$ cat src/design/epoch_anti_replay_window_assert.svh
// Assertion macros shared by the anti-replay window RTL.
// Checks are live in simulation; the SYNTHESIS build gets empty bodies.
// Users must have aclk and aresetn in scope.
`ifndef EPOCH_ANTI_REPLAY_WINDOW_ASSERT_SVH
`define EPOCH_ANTI_REPLAY_WINDOW_ASSERT_SVH

`ifndef SYNTHESIS
`define EARW_ASSERT(label, prop, msg) \
    label: assert property (@(posedge aclk) disable iff (!aresetn) prop) else $error(msg);
`define EARW_ASSERT_NEXT(label, cond, conseq, msg) \
    label: assert property (@(posedge aclk) disable iff (!aresetn) (cond) |=> (conseq)) \
        else $error(msg);
`else
`define EARW_ASSERT(label, prop, msg)
`define EARW_ASSERT_NEXT(label, cond, conseq, msg)
`endif

`endif

$ cat src/design/earw_pkg.sv
// Shared types and constants for the epoch anti-replay window.
// Used by earw_epoch, earw_window and epoch_anti_replay_window.
package earw_pkg;

    localparam int HEADER_BYTES = 6;
    localparam int TAG_BYTES    = 16;
    localparam int MAX_LENGTH   = 2048;
    localparam int WINDOW_SIZE  = 64;
    localparam int WIN_IDX_W    = $clog2(WINDOW_SIZE);

    localparam int LEN_W      = 12;
    localparam int MIN_LENGTH = HEADER_BYTES + TAG_BYTES;
    localparam logic [LEN_W-1:0] MIN_LEN   = LEN_W'(MIN_LENGTH);
    localparam logic [31:0]      MAX_LEN32 = 32'(MAX_LENGTH);

    localparam int IN_FIELDS_W  = 8 + 32 + 1 + 1 + 4 + LEN_W + 1;
    localparam int IN_TDATA_W   = ((IN_FIELDS_W + 7) / 8) * 8;
    localparam int OUT_FIELDS_W = 3 + 32 + 1 + 4 + LEN_W + 3 * 32;
    localparam int OUT_TDATA_W  = ((OUT_FIELDS_W + 7) / 8) * 8;

    typedef enum logic [2:0] {
        ST_ACCEPT    = 3'd0,
        ST_MALFORMED = 3'd1,
        ST_AUTH_FAIL = 3'd2,
        ST_STALE     = 3'd3,
        ST_REPLAY    = 3'd4
    } status_t;

    // Input word, lowest field last
    typedef struct packed {
        logic [IN_TDATA_W-IN_FIELDS_W-1:0] pad;
        logic             tag_ok;
        logic [LEN_W-1:0] datagram_length;
        logic [3:0]       traffic_class;
        logic             flag_auth;
        logic             flag_session;
        logic [31:0]      seq_number;
        logic [7:0]       epoch_low;
    } in_word_t;

    // Result word, lowest field last
    typedef struct packed {
        logic [OUT_TDATA_W-OUT_FIELDS_W-1:0] pad;
        logic [31:0]      replay_count;
        logic [31:0]      stale_epoch_count;
        logic [31:0]      auth_fail_count;
        logic [LEN_W-1:0] payload_length;
        logic [3:0]       class_out;
        logic             epoch_adopted;
        logic [31:0]      full_epoch;
        status_t          status;
    } out_word_t;

    typedef struct packed {
        logic [31:0] full_epoch;
        logic        stale;
        logic        newer;
    } epoch_info_t;

    typedef struct packed {
        logic restart;
        logic slide;
    } win_ctl_t;

endpackage

$ cat src/design/earw_epoch.sv
// Current receive epoch register and full-epoch reconstruction from the low byte.
// Depends on earw_pkg.
module earw_epoch
    import earw_pkg::*;
(
    input  logic        aclk,
    input  logic        aresetn,
    input  logic [7:0]  epoch_low,
    input  logic        adopt,
    output epoch_info_t info,
    output logic [31:0] cur_epoch
);

    logic [31:0]       cur_epoch_reg;
    logic signed [9:0] delta;
    logic [23:0]       upper;

    assign delta = $signed({2'b00, epoch_low}) - $signed({2'b00, cur_epoch_reg[7:0]});

    // Pick the epoch nearest the current one: move up or down one byte page
    always_comb begin
        upper      = cur_epoch_reg[31:8];
        info.stale = (delta < 10'sd0);
        info.newer = (delta > 10'sd0);
        if (delta < -10'sd128) begin
            upper      = cur_epoch_reg[31:8] + 24'd1;
            info.stale = 1'b0;
            info.newer = 1'b1;
        end else if (delta > 10'sd128) begin
            upper      = cur_epoch_reg[31:8] - 24'd1;
            info.stale = 1'b1;
            info.newer = 1'b0;
        end
        info.full_epoch = {upper, epoch_low};
    end

    always_ff @(posedge aclk) begin
        if (!aresetn) begin
            cur_epoch_reg <= 32'd0;
        end else if (adopt) begin
            cur_epoch_reg <= info.full_epoch;
        end
    end

    assign cur_epoch = cur_epoch_reg;

endmodule

$ cat src/design/earw_window.sv
// Sliding replay bitmap: top sequence number plus one bit per recent sequence.
// Depends on earw_pkg.
module earw_window
    import earw_pkg::*;
(
    input  logic        aclk,
    input  logic        aresetn,
    input  logic [31:0] seq,
    input  win_ctl_t    ctl,
    output logic        replay
);

    localparam logic [WINDOW_SIZE-1:0] BIT0 = {{(WINDOW_SIZE-1){1'b0}}, 1'b1};
    localparam logic [31:0]            WIN32 = 32'(WINDOW_SIZE);

    logic [31:0]            top_reg, top_next;
    logic [WINDOW_SIZE-1:0] bits_reg, bits_next;
    logic [32:0]            ahead;
    logic [31:0]            behind;
    logic                   is_ahead, far_ahead, too_old;

    assign ahead     = {1'b0, seq} - {1'b0, top_reg};
    assign behind    = top_reg - seq;
    assign is_ahead  = !ahead[32] && (ahead[31:0] != 32'd0);
    assign far_ahead = (ahead[31:0] >= WIN32);
    assign too_old   = (behind >= WIN32);
    assign replay    = !is_ahead && (too_old || bits_reg[behind[WIN_IDX_W-1:0]]);

    always_comb begin
        top_next  = top_reg;
        bits_next = bits_reg;
        if (ctl.restart) begin
            top_next  = seq;
            bits_next = BIT0;
        end else if (ctl.slide && is_ahead) begin
            // advance the top, drop bits that fall off the far end
            top_next  = seq;
            bits_next = far_ahead ? BIT0 : ((bits_reg << ahead[WIN_IDX_W-1:0]) | BIT0);
        end else if (ctl.slide && !replay) begin
            bits_next = bits_reg | (BIT0 << behind[WIN_IDX_W-1:0]);
        end
    end

    always_ff @(posedge aclk) begin
        if (!aresetn) begin
            top_reg  <= 32'd0;
            bits_reg <= '0;
        end else begin
            top_reg  <= top_next;
            bits_reg <= bits_next;
        end
    end

endmodule

$ cat src/design/epoch_anti_replay_window.sv
// Epoch-aware anti-replay check for received datagram headers. The block takes one
// header word per cycle and returns one result word for each: the word is captured
// in an input register, classified and checked against the 64-entry replay window in
// one pass of logic, and the verdict lands in the result register together with the
// updated epoch, window and counters, so the next word already sees them. Sustained
// rate is one word per cycle as long as the result side keeps taking words. Reset
// clears the session, valid flags, epoch, window and counters, not the data registers.
// Depends on earw_pkg, earw_epoch, earw_window and the assertion macro header.
`include "epoch_anti_replay_window_assert.svh"

module epoch_anti_replay_window
    import earw_pkg::*;
(
    input  logic                   aclk,
    input  logic                   aresetn,
    input  logic                   cfg_wr_en,
    input  logic                   cfg_wr_data,   // session_established
    input  logic                   s_tvalid,
    output logic                   s_tready,
    // [7:0] epoch_low, [39:8] seq_number, [40] flag_session, [41] flag_auth,
    // [45:42] traffic_class, [57:46] datagram_length, [58] tag_ok, [63:59] zero
    input  logic [IN_TDATA_W-1:0]  s_tdata,
    output logic                   m_tvalid,
    input  logic                   m_tready,
    // [2:0] status, [34:3] full_epoch, [35] epoch_adopted, [39:36] class_out,
    // [51:40] payload_length, [83:52] auth_fail_count, [115:84] stale_epoch_count,
    // [147:116] replay_count, [151:148] zero
    output logic [OUT_TDATA_W-1:0] m_tdata
);

    logic        session_reg;
    logic        in_valid_reg;
    in_word_t    in_item_reg;
    logic        m_valid_reg;
    out_word_t   out_reg, out_next;
    logic [31:0] auth_total_reg, auth_total_next;
    logic [31:0] stale_total_reg, stale_total_next;
    logic [31:0] replay_total_reg, replay_total_next;

    logic        advance;
    logic        format_ok;
    logic        adopt;
    logic        replay;
    logic [31:0] cur_epoch;
    epoch_info_t ep_info;
    win_ctl_t    win_ctl;

    assign advance  = in_valid_reg && (!m_valid_reg || m_tready);
    assign s_tready = !in_valid_reg || !m_valid_reg || m_tready;

    assign format_ok = session_reg
                    && (in_item_reg.datagram_length >= MIN_LEN)
                    && !(32'(in_item_reg.datagram_length) > MAX_LEN32)
                    && in_item_reg.flag_session
                    && in_item_reg.flag_auth;

    earw_epoch u_epoch (
        .aclk      (aclk),
        .aresetn   (aresetn),
        .epoch_low (in_item_reg.epoch_low),
        .adopt     (adopt),
        .info      (ep_info),
        .cur_epoch (cur_epoch)
    );

    earw_window u_window (
        .aclk    (aclk),
        .aresetn (aresetn),
        .seq     (in_item_reg.seq_number),
        .ctl     (win_ctl),
        .replay  (replay)
    );

    always_comb begin
        auth_total_next   = auth_total_reg;
        stale_total_next  = stale_total_reg;
        replay_total_next = replay_total_reg;
        win_ctl           = '0;
        adopt             = 1'b0;

        out_next                = '0;
        out_next.status         = ST_MALFORMED;
        out_next.full_epoch     = ep_info.full_epoch;

        priority if (!format_ok) begin
            out_next.full_epoch = 32'd0;
        end else if (ep_info.stale) begin
            out_next.status  = ST_STALE;
            stale_total_next = stale_total_reg + 32'd1;
        end else if (!in_item_reg.tag_ok) begin
            out_next.status = ST_AUTH_FAIL;
            auth_total_next = auth_total_reg + 32'd1;
        end else if (ep_info.newer) begin
            // adopt the newer epoch and restart the window on this sequence
            out_next.status        = ST_ACCEPT;
            out_next.epoch_adopted = 1'b1;
            win_ctl.restart        = advance;
            adopt                  = advance;
        end else if (replay) begin
            out_next.status   = ST_REPLAY;
            replay_total_next = replay_total_reg + 32'd1;
        end else begin
            out_next.status = ST_ACCEPT;
            win_ctl.slide   = advance;
        end

        if (out_next.status == ST_ACCEPT) begin
            out_next.class_out      = in_item_reg.traffic_class;
            out_next.payload_length = in_item_reg.datagram_length - MIN_LEN;
        end

        out_next.auth_fail_count   = auth_total_next;
        out_next.stale_epoch_count = stale_total_next;
        out_next.replay_count      = replay_total_next;
    end

    always_ff @(posedge aclk) begin
        if (!aresetn) begin
            session_reg      <= 1'b0;
            in_valid_reg     <= 1'b0;
            m_valid_reg      <= 1'b0;
            auth_total_reg   <= 32'd0;
            stale_total_reg  <= 32'd0;
            replay_total_reg <= 32'd0;
        end else begin
            if (cfg_wr_en) begin
                session_reg <= cfg_wr_data;
            end
            if (s_tready) begin
                in_valid_reg <= s_tvalid;
            end
            if (advance) begin
                m_valid_reg      <= 1'b1;
                auth_total_reg   <= auth_total_next;
                stale_total_reg  <= stale_total_next;
                replay_total_reg <= replay_total_next;
            end else if (m_tready) begin
                m_valid_reg <= 1'b0;
            end
        end
    end

    always_ff @(posedge aclk) begin
        if (s_tvalid && s_tready) begin
            in_item_reg <= in_word_t'(s_tdata);
        end
        if (advance) begin
            out_reg <= out_next;
        end
    end

    assign m_tvalid = m_valid_reg;
    assign m_tdata  = out_reg;

    `EARW_ASSERT(a_stall_only_when_full, !s_tready |-> (in_valid_reg && m_valid_reg && !m_tready), "input stalled without a full pipeline")
    `EARW_ASSERT(a_reject_clears_fields, (m_valid_reg && out_reg.status != ST_ACCEPT) |-> (out_reg.class_out == 4'd0 && out_reg.payload_length == 12'd0 && !out_reg.epoch_adopted), "rejected word carries accept fields")
    `EARW_ASSERT_NEXT(a_adopt_epoch, advance && win_ctl.restart, cur_epoch == $past(out_next.full_epoch), "adopted epoch not taken")
    `EARW_ASSERT_NEXT(a_replay_counted, advance && out_next.status == ST_REPLAY, replay_total_reg == $past(replay_total_reg) + 32'd1, "replay not counted")

endmodule

$ cat config.mk
export PLATFORM = sky130hd
export DESIGN_NAME = epoch_anti_replay_window
export DESIGN_NICKNAME = d
export VERILOG_FILES = /design/src/design/earw_pkg.sv /design/src/design/earw_epoch.sv /design/src/design/earw_window.sv /design/src/design/epoch_anti_replay_window.sv
export VERILOG_INCLUDE_DIRS = /design/src /design/src/design
export SDC_FILE = /design/constraint.sdc
export NUM_CORES = 1
export LEC_CHECK = 0
export BUFFER_PORTS_ARGS = -buffer_cell sky130_fd_sc_hd__buf_2
export CAP_MARGIN = 20
export CORE_ASPECT_RATIO = 1.25
export CORE_MARGIN = 1.5
export CORE_UTILIZATION = 45
export CTS_CLUSTER_SIZE = 8
export DETAILED_ROUTE_END_ITERATION = 10
export PLACE_DENSITY = 0.67
export SLEW_MARGIN = 0
export SYNTH_ARGS = -nofsm -noshare
export SYNTH_HDL_FRONTEND = slang
export SYNTH_SLANG_ARGS = --single-unit
$ cat constraint.sdc
create_clock -name aclk -period 16.95 [get_ports aclk]
set_input_delay 0.8475 -clock aclk [delete_from_list [all_inputs] [get_ports aclk]]
set_output_delay 0.8475 -clock aclk [all_outputs]
set_load 0.1 [all_outputs]
# After elaboration in Yosys (flattened, before gate mapping)
# Cells that the tools add are included.
dict set report op_classes {
  n_shift 2
  n_eq_ne 0
  n_addsub 9
  mux 39
  bitwise_logic 4
  n_mul 0
  magnitude_cmp 9
  div_mod_pow 0
  reduce_logical 28
}
# cell count
set op_table {}
lappend op_table {{$mux W32} 12}
lappend op_table {{$mux W64} 3}
lappend op_table {{$add A32 B1 Y32 const B} 3}
lappend op_table {{$ge A32 B7 Y1 const B} 2}
lappend op_table {{$or A64 B64 Y64} 1}
lappend op_table {{$shl A1 B6 Y64 const A} 1}
lappend op_table {{$shl A64 B6 Y64} 1}
lappend op_table {{$mux W24} 2}
lappend op_table {{$sub A32 B32 Y33} 1}
lappend op_table {{$reduce_bool A32 Y1} 1}
lappend op_table {{$sub A32 B32 Y32} 1}
lappend op_table {{$add A24 B1 Y24 const B} 1}
lappend op_table {{$sub A24 B1 Y24 const B} 1}
lappend op_table {{$mux W3} 5}
lappend op_table {{$ge A12 B5 Y1 const B} 1}
lappend op_table {{$gt A12 B12 Y1 const B} 1}
lappend op_table {{$sub A12 B5 Y12 const B} 1}
lappend op_table {{$mux W1} 11}
lappend op_table {{$gt A10 B1 Y1 const B} 1}
lappend op_table {{$gt A10 B9 Y1 const B} 1}
lappend op_table {{$logic_and A1 B1 Y1} 10}
lappend op_table {{$lt A10 B1 Y1 const B} 1}
lappend op_table {{$lt A10 B8 Y1 const B} 1}
lappend op_table {{$mux W2} 5}
lappend op_table {{other kinds (11)} 23}
dict set report word_totals {
  romBits 0
  mem_bits_rw 0
  latch_bits 0
  mem_count 0
  output_inout_bits 154
  input_bits 70
  elab_cells 116
  regBits 434
}

# Depth between registers and ports, before layout
dict set report depth {
  depth_word 14
  depth_mapped 18
  depth_no_buf 16
}

# Hierarchy
# From an unflattened synthesis, not the netlist that was laid out.
dict set report hier_totals {
  cells_unflattened 3303
  area_unflattened_um2 29111.7
}
# mod area_per_inst_um2 n_inst seq_area_each_um2 cells_each
set modules_own_cells {}
lappend modules_own_cells {epoch_anti_replay_window 13377.8 1 8197.9 1136}
lappend modules_own_cells {earw_window 12435.7 1 1921.8 1740}
lappend modules_own_cells {earw_epoch 3298.2 1 640.6 427}

# Least setup slack after synthesis
# Ideal clock, no wire load.
dict set report synth_path {
  path_kind {register to register}
  start {reg m_valid_reg, in the netlist m_tvalid}
  end {reg stale_total_reg[27]}
  setup_ns 0.137
  path_stages_with_launch 9
  t_arrival_ns 6.561
  path_buffers 3
  path_slack_ns 10.252
  cell_sequence {dfxtp_1 -> nor2b_1 -> nand2b_1 -> clkbuf_1 -> inv_1 -> clkbuf_1 -> clkbuf_1 -> nand3_1 -> mux2i_1}
}
dict set report synth_via {
  elab_chain_len 3
}
# item line_no
set synth_lines {}
lappend synth_lines {{from (decl)} epoch_anti_replay_window.sv:34} ;# logic m_valid_reg;
lappend synth_lines {{from (signal assigned)} epoch_anti_replay_window.sv:121} ;# m_valid_reg <= 1'b0;
lappend synth_lines {{from (signal assigned)} epoch_anti_replay_window.sv:133} ;# m_valid_reg <= 1'b1;
lappend synth_lines {{from (signal assigned)} epoch_anti_replay_window.sv:138} ;# m_valid_reg <= 1'b0;
lappend synth_lines {{$logic_not A1 Y1} epoch_anti_replay_window.sv:48} ;# assign advance = in_valid_reg && (!m_valid_reg || m_tready);
lappend synth_lines {{$logic_or A1 B1 Y1} epoch_anti_replay_window.sv:48}
lappend synth_lines {{$logic_and A1 B1 Y1} epoch_anti_replay_window.sv:48}
lappend synth_lines {{via advance} epoch_anti_replay_window.sv:40} ;# logic advance;
lappend synth_lines {{to (signal assigned)} epoch_anti_replay_window.sv:135} ;# stale_total_reg <= stale_total_next;
lappend synth_lines {{to (decl)} epoch_anti_replay_window.sv:37} ;# logic [31:0] stale_total_reg, stale_total_next;
# The timed path passes the listed nets, and every way through them passes these cells.
# A chain may end at the register's enable or synchronous reset.

# Worst setup path in the final report
dict set report layout_path {
  start {reg in_item_reg[8] in the netlist's numbering}
  end {reg out_reg, in the netlist m_tdata[40], data pin}
}
dict set report layout_via {
  elab_chain_len 11
  word_cells_on_any_way 17
  classes_between {2 x add/sub; 1 x order compare; 7 x mux; 7 x reduce/logical}
}
# item line_no
set layout_lines {}
lappend layout_lines {{from (decl)} epoch_anti_replay_window.sv:33} ;# in_word_t in_item_reg;
lappend layout_lines {{from (signal assigned)} epoch_anti_replay_window.sv:145} ;# in_item_reg <= in_word_t'(s_tdata);
lappend layout_lines {{parallel branches: the longest is 4 deep, another holds $sub A32 B32 Y32} -}
lappend layout_lines {{$logic_and A1 B1 Y1 (*)} earw_window.sv:27} ;# assign replay = !is_ahead && (too_old || bits_reg[behind[WIN_IDX_W-1:0]]);
lappend layout_lines {{$mux W3 (*)} epoch_anti_replay_window.sv:99} ;# end else if (replay) begin
lappend layout_lines {{$mux W3 (*)} epoch_anti_replay_window.sv:93} ;# end else if (ep_info.newer) begin
lappend layout_lines {{$mux W3 (*)} epoch_anti_replay_window.sv:90} ;# end else if (!in_item_reg.tag_ok) begin
lappend layout_lines {{$mux W3 (*)} epoch_anti_replay_window.sv:87} ;# end else if (ep_info.stale) begin
lappend layout_lines {{$mux W3 (*)} epoch_anti_replay_window.sv:85} ;# priority if (!format_ok) begin
lappend layout_lines {{$logic_not A3 Y1 (*)} epoch_anti_replay_window.sv:107} ;# if (out_next.status == ST_ACCEPT) begin
lappend layout_lines {{to (signal assigned)} epoch_anti_replay_window.sv:148} ;# out_reg <= out_next;
lappend layout_lines {{to (decl)} epoch_anti_replay_window.sv:35} ;# out_word_t out_reg, out_next;
# Every way passes the cells marked *. The select of a mux whose other input is x is not followed.

==> metrics.log <==
INFO  metric ir_worst_vdd = between 70 and 80 µV
INFO  metric share_of_layout_cells_above_drive_strength_1 = 0.138
INFO  metric clock_path_buffers = 3
INFO  metric fp-row-count = roughly 100
INFO  metric pin_count_of_the_biggest_net_entering_global_routing = 110
INFO  metric count_of_mapped_cells_out_of_synthesis = about 3200
INFO  metric dp_worst_setup_slack = 11.24 ns
INFO  metric timing.reg2reg.setup_slack = about 11 ns
INFO  metric criticalPathCategory = reg2reg
INFO  metric list_of_cells_traversed_by_the_critical_path = inv_1 > ha_4 > inv_2 > mux4_2 > and3b_1 > nor4_1 > o311ai_1 > a2111oi_2 > nand3_2 > o211ai_2 > inv_2 > nor3_2 > and2_1
INFO  metric min_path_type = in2reg
INFO  metric floorplan_die_width = about 230 µm
INFO  metric cp-end-kind = register
INFO  metric reg2reg_depth = 13
INFO  metric cpMaxStageDelayCell = sky130_fd_sc_hd__ha_4
INFO  metric timing.final.max_slew_violations = 0
INFO  metric cpMostUsedCell = sky130_fd_sc_hd__inv_2
INFO  metric synth.top_cells.by_area = sky130_fd_sc_hd__edfxtp_1, sky130_fd_sc_hd__dfxtp_1, sky130_fd_sc_hd__nand2_1
INFO  metric io_pins = ~220
INFO  metric finalHoldViolCount = 0
INFO  metric clk_root_buffer_cell = sky130_fd_sc_hd__clkbuf_16
INFO  metric flip_flop_count_of_the_largest_register_all_copies_and_words_added = 148
INFO  metric syn_avg_cell_area = slightly below 9 µm²
INFO  metric yosysWarnings = 0
INFO  metric worst_ep_arrival_time = approximately 6 ns
INFO  metric postCtsSetupBuffers = 0
INFO  metric grt_pass1_vias = 23081
INFO  metric post-route-drc-count = 0
INFO  metric routed_wirelength = between 80000 and 90000 µm
INFO  metric grtUsageTotal = 0.257
INFO  metric ys_async_sr_fraction = 0
INFO  metric ctsResizeCount = 0
INFO  metric synth_seq_area_share = 0.382
INFO  metric synthDominantAreaCellType = sky130_fd_sc_hd__edfxtp_1
INFO  metric die_area = 64100 µm²
INFO  metric skew = approximately 0.041 ns
INFO  metric cts.reportedPaths.clkPinSlew = roughly 0.05 ns
INFO  metric setup.worst_path.end = m_tdata[40]$_SDFFCE_PP0P_
INFO  metric totalNegativeSetupSlack = 0 ns
INFO  metric synth_enable_flop_cells = around 210
INFO  metric max_stage_delay = 0.71 ns
INFO  metric antenna_found_initial = 2
INFO  metric maximum_operating_frequency = ~0.18 GHz
INFO  metric die_h = between 200 and 300 µm
INFO  metric fin_ws = ~11 ns
INFO  metric tritoncts_num_sinks = 434
INFO  metric flop_and_latch_count_out_of_synthesis = approximately 430
INFO  metric synth_top_flop_cell = sky130_fd_sc_hd__dfxtp_1
INFO  metric cts_bufs_inserted = 60
INFO  metric timing.critical_path.required = about 17 ns
INFO  metric post-route-period-util = 0.330
INFO  metric final.min_clock_period = between 5 and 6 ns
INFO  metric finish.cell_count_without_fillers = approximately 4200
INFO  metric dp_hpwl = about 59000 µm
INFO  metric placedInstanceArea = slightly below 30000 µm²
INFO  metric first_pass_grt_wire_length = roughly 130000 µm
INFO  metric p_leak = 11.6 nW
INFO  metric area.growth.synth_to_final = 11.8%
INFO  metric worst_pin_slew = 1.11 ns
INFO  metric wire_length_per_cell_after_detailed_routing = approximately 20 µm
INFO  metric initial_utilization = 0.455
INFO  metric maxSlewHeadroom = 0.261
INFO  metric tritoncts = done
INFO  metric synth.cell_area = roughly 28000 µm²
INFO  metric synth_cell_types = 111
INFO  metric endpoint_of_the_most_critical_register_to_register_path = m_tdata[40]$_SDFFCE_PP0P_
INFO  metric postLayoutCellArea = between 30000 and 40000 µm²
INFO  metric regToRegStartpoint = in_item_reg[8]$_DFFE_PP_
INFO  metric dp.cells = 4085
INFO  metric rsz0062_at_grt = false
INFO  metric core_area = approximately 62000 µm²
INFO  metric report.final.setup_viol = 0
INFO  metric drv.max_cap_violation_count = 0
INFO  metric drt_first_pass_iters = 6
INFO  metric synth_top_area_share = 0.221
INFO  metric worstSetupStartpointType = register
INFO  metric power_density = around 87 nW/µm²
INFO  metric portBuffers = 214
INFO  metric routed_vias_inst = approximately 6
INFO  metric finalWeightedCongestion = between 0.9 and 1
INFO  metric path_max_fanout = between 50 and 60
INFO  metric diodes = 0
INFO  metric outcome = finished clean
INFO  metric globalRoute.totalOverflow = 0
INFO  metric worst_setup_path_startpoint = in_item_reg[8]$_DFFE_PP_
INFO  metric drt.antenna.violating_nets = 0
INFO  metric routed-via-count = around 25000
INFO  metric first_iter_violations = approximately 2000
INFO  metric cts.hold.buffers_added = 0
INFO  metric worstSkewPairLatency = between 0.6 and 0.7 ns
INFO  metric design.final.nets = between 3000 and 4000
INFO  metric cts-htree-levels = 2
## worst min-delay path by stage
stage	start	to	cells past startpoint
4_1_cts	s_tdata[12]	in_item_reg[12]$_DFFE_PP_	1
3_5_place_dp	u_epoch.cur_epoch[7]$_SDFFE_PN0P_	u_epoch.cur_epoch[7]$_SDFFE_PN0P_	2
2_1_floorplan	u_window.bits_reg[63]$_SDFFE_PP0P_	u_window.bits_reg[63]$_SDFFE_PP0P_	1
3_3_place_gp	u_epoch.cur_epoch[6]$_SDFFE_PN0P_	u_epoch.cur_epoch[6]$_SDFFE_PN0P_	2
5_1_grt	s_tdata[43]	in_item_reg[43]$_DFFE_PP_	1
6_report	s_tdata[23]	in_item_reg[23]$_DFFE_PP_	1
## cell families (layout without fill, tap and decap cells)
| family | Yosys count | after routing | share of synthesized area |
|---|---|---|---|
| other | 1 | 4 | 0.000133 |
| and+or+nand+nor | 1221 | 1221 | 0.214 |
| buffers and inverters | 330 | 478 | 0.0489 |
| xor gates and xnor gates | 233 | 233 | 0.0733 |
| DFF | 434 | 434 | 0.382 |
| muxes | 168 | 168 | 0.0722 |
| AOI/OAI and AO/OA | 745 | 745 | 0.173 |
| adders and majority gates | 80 | 80 | 0.0364 |
## cell usage after synthesis (41+ instances only)
master	instances
sky130_fd_sc_hd__nand2_1	330
sky130_fd_sc_hd__nor2_1	315
sky130_fd_sc_hd__a21oi_1	231
sky130_fd_sc_hd__dfxtp_1	227
sky130_fd_sc_hd__edfxtp_1	207
sky130_fd_sc_hd__o21ai_0	148
sky130_fd_sc_hd__clkbuf_1	136
sky130_fd_sc_hd__xnor2_1	131
sky130_fd_sc_hd__mux2i_1	123
sky130_fd_sc_hd__inv_1	114
sky130_fd_sc_hd__nor3_1	110
sky130_fd_sc_hd__xor2_1	99
sky130_fd_sc_hd__nand3_1	94
sky130_fd_sc_hd__nand4_1	88
sky130_fd_sc_hd__ha_1	77
sky130_fd_sc_hd__and3_1	61
sky130_fd_sc_hd__or3_1	41
## final cells by class
class                   count  area (µm²)
fillers                  5821       30400
multi-input cells        2451       16100
flip-flops and latches    434       10800
clock buffers             107        1700
repair buffers            252        1360
well taps                 832        1040
inverters                 117         449
clock inverters             2        50.0
## critical path: cells and delay by family, from the launching register on
kind	cells	cell delay, ns
fa+ha+maj	1	0.71
buf+inv	3	0.77
simple gates	5	1.93
flops	1	0.36
compound gates	3	1.15
mux	1	0.50
## through the flow
step / hold WS, ns / power, mW / util
final: 0.393 / 2.74 / 0.508
after global routing: 0.368 / 2.83 / 0.508
after CTS: 0.363 / 2.76 / 0.508
after detailed placement: 0.447 / 1.62 / 0.480
after global placement: 0.443 / 1.62 / 0.480
after floorplan: 0.435 / 1.51 / -
## where the power goes
part           total, mW  switching (mW)  internal, mW
clock network       1.13           0.464         0.669
registers           1.14          0.0125          1.13
logic              0.470           0.360         0.110
total               2.74           0.836          1.90
## layer usage
layer,routed length [µm],GRT usage
met5,13,0
met4,4080,0.124
met3,5790,0.0365
met2,39300,0.431
met1,34500,0.323
## placed cells by master (no fill, tap or decap), types with 26 or more instances in the layout
cell type | netlist | layout
sky130_fd_sc_hd__or3_1 | 41 | 40
sky130_fd_sc_hd__clkbuf_16 | 0 | 60
sky130_fd_sc_hd__dfxtp_1 | 227 | 227
sky130_fd_sc_hd__a21oi_1 | 231 | 231
sky130_fd_sc_hd__mux2i_1 | 123 | 123
sky130_fd_sc_hd__o21ai_0 | 148 | 148
sky130_fd_sc_hd__xor2_1 | 99 | 96
sky130_fd_sc_hd__inv_1 | 114 | 112
sky130_fd_sc_hd__nand4_1 | 88 | 88
sky130_fd_sc_hd__buf_2 | 40 | 214
sky130_fd_sc_hd__xnor2_1 | 131 | 127
sky130_fd_sc_hd__ha_1 | 77 | 76
sky130_fd_sc_hd__buf_4 | 11 | 38
sky130_fd_sc_hd__o31ai_1 | 38 | 38
sky130_fd_sc_hd__o21a_1 | 36 | 36
sky130_fd_sc_hd__nand2_1 | 330 | 330
sky130_fd_sc_hd__and3_1 | 61 | 61
sky130_fd_sc_hd__and2_1 | 38 | 37
sky130_fd_sc_hd__edfxtp_1 | 207 | 207
sky130_fd_sc_hd__nor2_1 | 315 | 314
sky130_fd_sc_hd__clkbuf_1 | 136 | 45
sky130_fd_sc_hd__nand3_1 | 94 | 94
sky130_fd_sc_hd__a211oi_1 | 26 | 26
sky130_fd_sc_hd__nor3_1 | 110 | 109
sky130_fd_sc_hd__mux4_2 | 26 | 26
sky130_fd_sc_hd__a31oi_1 | 28 | 28
sky130_fd_sc_hd__a21o_1 | 40 | 40
No activity file was read; power rests on OpenSTA's default activity.
